File: src/hdl/ais_pkg.sv
// Shared constants and types for the ascending integer sorter.
package ais_pkg;

    // Number of values one set may hold
    localparam int DEPTH = 64;
    // Width of the fill count, wide enough to hold DEPTH itself
    localparam int CNT_W = $clog2(DEPTH + 1);
    localparam int VAL_W = 32;

    // Per-cycle command broadcast to every cell of the chain
    typedef struct packed {
        logic ins;    // insert the broadcast word in order
        logic drain;  // shift the chain one place toward cell 0
    } cell_ctrl_t;

    // Controller states, one-hot
    typedef enum logic [1:0] {
        ST_LOAD  = 2'b01,
        ST_DRAIN = 2'b10
    } state_t;

endpackage : ais_pkg

File: src/hdl/ais_cell.sv
// One cell of the insertion chain: holds a value and its valid bit.
module ais_cell (
    input  logic                         aclk,
    input  logic                         aresetn,
    input  ais_pkg::cell_ctrl_t          ctrl,
    input  logic signed [31:0]           in_value,
    input  logic signed [31:0]           prev_value,
    input  logic                         prev_valid,
    input  logic                         prev_gt,
    input  logic signed [31:0]           next_value,
    input  logic                         next_valid,
    output logic signed [31:0]           value,
    output logic                         valid,
    output logic                         gt
);
    import ais_pkg::*;

    logic signed [VAL_W-1:0] value_reg;
    logic signed [VAL_W-1:0] value_next;
    logic                    valid_reg;
    logic                    valid_next;

    // Cell is empty or holds a value above the incoming word
    assign gt = !valid_reg || (in_value < value_reg);

    // Insert: take the new word at the boundary, the left neighbor above it.
    // Drain: take the right neighbor.
    always_comb begin
        value_next = value_reg;
        valid_next = valid_reg;
        if (ctrl.ins && gt) begin
            if (prev_gt) begin
                value_next = prev_value;
                valid_next = prev_valid;
            end else begin
                value_next = in_value;
                valid_next = 1'b1;
            end
        end else if (ctrl.drain) begin
            value_next = next_value;
            valid_next = next_valid;
        end
    end

    // Hold payload, reset only the valid bit
    always_ff @(posedge aclk) begin
        value_reg <= value_next;
        if (!aresetn) begin
            valid_reg <= 1'b0;
        end else begin
            valid_reg <= valid_next;
        end
    end

    assign value = value_reg;
    assign valid = valid_reg;

endmodule : ais_cell

File: config.mk
export PLATFORM = sky130hd
export DESIGN_NAME = ais_cell
export DESIGN_NICKNAME = d
export VERILOG_FILES = /design/src/hdl/ais_pkg.sv /design/src/hdl/ais_cell.sv
export SDC_FILE = /design/constraint.sdc
export NUM_CORES = 1
export LEC_CHECK = 0
export BUFFER_PORTS_ARGS = -buffer_cell sky130_fd_sc_hd__buf_4
export CORE_UTILIZATION = 45
export CTS_BUF_LIST = sky130_fd_sc_hd__clkbuf_8 sky130_fd_sc_hd__clkbuf_16
export DETAILED_ROUTE_END_ITERATION = 12
export PLACE_DENSITY = 0.78
export SYNTH_ARGS = -nofsm -noshare
export SYNTH_HDL_FRONTEND = slang
export SYNTH_SLANG_ARGS = --single-unit
File: constraint.sdc
create_clock -name aclk -period 3.1 [get_ports aclk]
set_input_delay 0.31 -clock aclk [delete_from_list [all_inputs] [get_ports aclk]]
set_output_delay 0.31 -clock aclk [all_outputs]
set_load 0.01 [all_outputs]
# --- Yosys cells after proc, flatten, opt, wreduce, memory -nomap -nowiden ---
# Cells that the tools add are included.
totals:
  out_inout_bits: 34
  elab_cells: 13
  ff_bits: 33
  inputBits: 103
op_classes:
  n_reduce_logical: 4
  order_cmp: 1
  mux: 6
op_table:
  columns: ["op", "count"]
  rows:
  - ["32-bit 2-to-1 mux", 3]
  - ["32-bit less-than comparator", 1]
  - ["1-bit 2-to-1 mux", 3]
  - ["2-bit nonzero test", 1]
  - ["1-bit logical AND", 1]
  - ["1-bit zero test", 1]
  - ["1-bit logical OR", 1]

# --- Depth between registers and ports, before layout ---
logic_depth:
  depth_word: 4
  mapped_depth: 9
  mapped_depth_nobuf: 8

# --- Least setup slack after synthesis ---
# OpenSTA, ideal clock, no wires.
synth_path:
  path_type: "reg-to-reg"
  start: "reg value_reg[31] (netlist: value[31])"
  end: "reg value_reg[0] (netlist: value[0]), enable pin"
  slack_ns: 0.237
  n_path_buf: 1
  setup_ns: 0.375
  required_ns: 2.725
  path_stages_with_launch: 10
  synth_period_minus_slack_ns: 2.863
  t_arrival_ns: 2.489
  path_cell_list: "edfxtp_1 inv_1 ha_1 nand4_1 nor4_2 a221oi_2 nand4_1 o221ai_4 buf_12 or2_2"
synth_between:
  elab_chain_cells: 4
synth_rtl:
  columns: ["item", "line_no", "text"]
  rows:
  - ["from (decl)", "ais_cell.sv:18", "logic signed [VAL_W-1:0] value_reg;"]
  - ["from (signal assigned)", "ais_cell.sv:47", "value_reg <= value_next;"]
  - ["32-bit less-than comparator", "ais_cell.sv:24", "assign gt = !valid_reg || (in_value < value_reg);"]
  - ["1-bit logical OR", "ais_cell.sv:24", null]
  - ["1-bit logical AND", "ais_cell.sv:31", "if (ctrl.ins && gt) begin"]
  - ["2-bit nonzero test (no line)", null, null]
# Every way passes these cells.
# A chain may end at the register's enable or synchronous reset.

# --- Worst setup path after layout ---
layout_path:
  start: "reg value_reg[31] (netlist: value[31])"
  end: "reg value_reg[1] (netlist: value[1]), data pin"
layout_between:
  elab_chain_cells: 4
layout_rtl:
  columns: ["item", "line_no", "text"]
  rows:
  - ["32-bit less-than comparator", "ais_cell.sv:24", null]
  - ["1-bit logical OR", "ais_cell.sv:24", null]
  - ["1-bit logical AND", "ais_cell.sv:31", null]
  - ["32-bit 2-to-1 mux", "ais_cell.sv:31", null]
  - ["net value_next[1]", "ais_cell.sv:19", "logic signed [VAL_W-1:0] value_next;"]
# The timed path passes the listed nets, and every way through them passes these cells.

==> run summary <==
WORST SETUP PATH
----------------------------------------------------------------------------------
Cells along the critical path                                         inv_1, ha_1, nand4_1, nor4_2, a221oi_2, a211o_2, o221ai_4, buf_6, mux2_2
Crit start category                                                           flop
Required time at the worst-slack endpoint                                  3.14 ns
Worst endpoint data arrival time                                           2.83 ns
Maximum fanout count along the critical path                                    24
Worst Reg-to-Reg Cells                                                           9
Launching point of the worst reg2reg path                             value[31]$_DFFE_PP_
Kind of cell with the highest combined delay on the critical path     compound AO/OA/AOI/OAI gates
Critical-path top delay cell                                              edfxtp_1
CP bufs+invs                                                                     2
Max stage delay on crit path                                               0.38 ns
Reg2Reg Setup Slack                                                        0.31 ns
CP Class                                                              flop to flop
R2R Path End                                                          value[1]$_DFFE_PP_
Capturing element type of the critical path                                   flop

TIMING
----------------------------------------------------------------------------------
Final min period                                                           2.79 ns
Setup Total Neg Slack                                                         0 ns
Max Clock Freq                                                           0.358 GHz
Max Slew Vio Count                                                               0
Slew at the pin closest to its max-slew limit                             0.473 ns
RSZ-0062 raised after global routing                                            no
Final clock period utilization by the worst path                             0.901
Final Hold Fails                                                                 0
Worst max-slew margin expressed relative to the limit                        0.685
Slack of the critical path                                                0.308 ns
Setup violators final                                                            0
Worst clock skew                                                        0.00536 ns

LOGIC SYNTHESIS
----------------------------------------------------------------------------------
Dominant combinational cell family by area after synthesis            multiplexers
Compound-gate portion of the synthesized area                               0.0805
Adder and majority gate portion of the synthesized area                      0.138
Post-Syn Nets                                                                  364
Number of different library cells in the post-synthesis netlist                 34
Xor/xnor cell area share of the yosys netlist                                    0
Post-synthesis register bit count                                               33
Number of instances in the synthesized netlist                                 230
Mean Syn Cell Area                                                      12.2 sq um
Multiplexer area fraction after synthesis                                    0.297
Portion of the post-synthesis area used by sequential elements               0.349
Netlist area before placement                                           2810 sq um
Yosys warning count                                                              0
Synth Area in Simple Gates                                                  0.0565

CELLS AND AREA
----------------------------------------------------------------------------------
Area of all placed cells without fillers                                3940 sq um
Flip-flop count of the largest register, all copies and words added             32
Number of diodes                                                                 0
Fraction of layout cells with a size suffix above 1                          0.591
Layout overhead on the synthesized area                                      40.0%
Number of nets in the layout                                                   502

FLOORPLANNING
----------------------------------------------------------------------------------
Count of pins on the block boundary                                            137
Die Wd                                                                     81.1 um
Die H                                                                      81.1 um
Die area                                                                6570 sq um
Placeable core region                                                   5990 sq um
Starting density of the core                                                 0.470
FP Rows                                                                         28

DETAILED ROUTING
----------------------------------------------------------------------------------
WL per Instance                                                            14.5 um
DRC violation count after routing                                                0
Routed via count divided by cell count                                        4.98
Detail Route Antenna Nets                                                        0
DR pass1 iterations                                                              4
Number of DRC violations after detailed-routing iteration 0                     68
Wirelength, routed                                                         6440 um
Vias after detailed routing                                                   2213

HOLD PATH
----------------------------------------------------------------------------------
Startpoint of the worst hold path                                          aresetn
Worst hold path type                                                  input pin to flop
Hold endpoint                                                         valid$_SDFFE_PN0P_
Worst hold stages                                                                3

CLOCK NETWORK
----------------------------------------------------------------------------------
Clock latency on the worst-skew pair                                       0.28 ns
Clock buffer count from CTS                                                      5
TritonCTS clock tree                                                           yes
Number of sinks handled by clock tree synthesis                                 33
Clock-pin slew on the worst setup and hold paths                           0.07 ns
Maximum root-to-sink buffer count                                                2
H-tree levels                                                                    2
Setup Fix Bufs, Post-CTS                                                         0
Root Buffer                                                               clkbuf_8

POWER AND IR DROP
----------------------------------------------------------------------------------
Peak supply drop                                                            260 uV
Overall power                                                              1.98 mW
Power per unit of standard cell area                                   504 nW/um^2
Leakage power figure                                                       1.98 nW

PLACE
----------------------------------------------------------------------------------
IO Port Bufs                                                                   136
DP HPWL                                                                    5220 um
Routability-driven placement congestion ratio                                0.784
Cell area after placement                                               3850 sq um
DP Worst Slack                                                            0.199 ns

RUN
----------------------------------------------------------------------------------
Max-Cap Viols                                                                    0

GRT
----------------------------------------------------------------------------------
Antenna violations before repair                                                 0
GRT Total Usage                                                              0.208
Number of global-route vias before repair                                     2351
Pin count of the biggest net entering global routing                            34
Wire length of the first global-routing pass                              10300 um
Sum of overflow across all layers after global routing                           0

RUN STATUS
----------------------------------------------------------------------------------
Outcome                                                               complete, no violations

-- through the flow --
step / cells / util / hold slack, ns
2_1_floorplan: 230 / - / 0.436
3_3_place_gp: 436 / 0.643 / 0.562
3_5_place_dp: 436 / 0.643 / 0.564
4_1_cts: 444 / 0.656 / 0.260
5_1_grt: 444 / 0.657 / 0.273
6_report: 444 / 0.657 / 0.267
-- synthesized netlist by cell type --
master         instances  share of area
nand4_1                5          0.011
nor4_1                 1         0.0022
a21oi_1               12          0.021
o21ai_0                6          0.011
nand2_1               11          0.015
a221oi_1               1         0.0031
or2b_2                 1         0.0031
a21o_1                 1         0.0027
nor2_1                 3         0.0040
a32oi_1                1         0.0031
mux2_2                36           0.14
mux2_4                28           0.15
buf_12                 3          0.021
o211ai_1               1         0.0027
ha_1                  31           0.14
nor2b_1                1         0.0022
dfxtp_1                1         0.0071
dlygate4sd3_1          2         0.0071
a211o_2                1         0.0036
dlygate4sd1_1          1         0.0031
inv_1                 35          0.047
o221ai_4               1         0.0093
a21oi_2                1         0.0031
or2_2                  2         0.0044
edfxtp_1              32           0.34
a2111o_1               1         0.0040
nor4_2                 1         0.0044
o211a_1                1         0.0036
a221oi_2               2          0.011
nand3_1                3         0.0053
nand2b_4               1         0.0049
a22oi_1                1         0.0027
clkbuf_1               1         0.0013
mux2i_1                1         0.0036
-- worst max path at each step --
stage                                   start                  end  slack [ns]  cells after the start
final                     value[31]$_DFFE_PP_   value[1]$_DFFE_PP_        0.31                      9
after global routing      value[31]$_DFFE_PP_   value[1]$_DFFE_PP_        0.10                      9
after CTS                 value[31]$_DFFE_PP_  value[10]$_DFFE_PP_        0.20                      8
after detailed placement         in_value[31]   value[2]$_DFFE_PP_        0.20                      8
after global placement           in_value[19]  value[10]$_DFFE_PP_        0.30                      8
after floorplan           value[31]$_DFFE_PP_   value[0]$_DFFE_PP_        0.24                      9
-- logic make-up after synthesis --
family                     Yosys count
and+or+nand+nor                     29
adders and majority gates           31
muxes                               65
DFF                                 33
buffers and inverters               42
AOI/OAI and AO/OA                   30
-- layer usage --
| layer | part of all wire | GRT usage |
|---|---|---|
| met1 | 0.40 | 0.229 |
| met2 | 0.49 | 0.382 |
| met3 | 0.092 | 0.0573 |
| met4 | 0.013 | 0.0643 |
| met5 | 0 | 0 |
-- what timing repair did --
action	4_1_cts	5_1_grt
gates resized for setup	0	2
endpoints found under the hold margin	0	0
hold buffers	0	0
setup endpoints to repair	0	32
-- final cells by class --
| class | instances | area (sq um) |
|---|---|---|
| fill | 481 | 2050 |
| multi-input combinational | 155 | 1610 |
| timing repair buffer | 138 | 1040 |
| sequential | 33 | 981 |
| inverter | 35 | 131 |
| tap | 75 | 93.8 |
| clock buffer | 5 | 68.8 |
| clock inverter | 3 | 12.5 |
-- worst reg2reg max path, cell delays in order, from the launching register on --
cell and delay (ns):
edfxtp_1 0.38, inv_1 0.05, ha_1 0.38, nand4_1 0.20, nor4_2 0.25, a221oi_2 0.13
a211o_2 0.35, o221ai_4 0.09, buf_6 0.33, mux2_2 0.39
-- layout by cell type (no fill, tap or decap) --
cell type / count
mux2_4: 28
inv_1: 37
mux2_2: 36
nand2b_4: 1
clkinv_2: 1
nand2_1: 11
or2_4: 1
a221oi_1: 1
clkbuf_8: 5
a211o_2: 1
o221ai_4: 1
ha_1: 31
a221oi_2: 2
edfxtp_1: 32
nor4_2: 1
a21o_1: 1
nand4_1: 5
a2111o_1: 1
buf_6: 1
o211ai_1: 1
o21ai_0: 6
o211a_1: 1
a32oi_1: 1
nand3_1: 3
buf_4: 137
nor2_1: 3
a21oi_1: 12
nor4_1: 1
a21oi_2: 1
dfxtp_1: 1
mux2i_1: 1
or2b_2: 1
nor2b_1: 1
or2_2: 1
a22oi_1: 1
-- power breakdown --
part	internal, mW	switching [mW]
combinational	0.540	0.432
sequential	0.641	0.0635
clock	0.151	0.157
No activity file was read; power rests on OpenSTA's default activity.
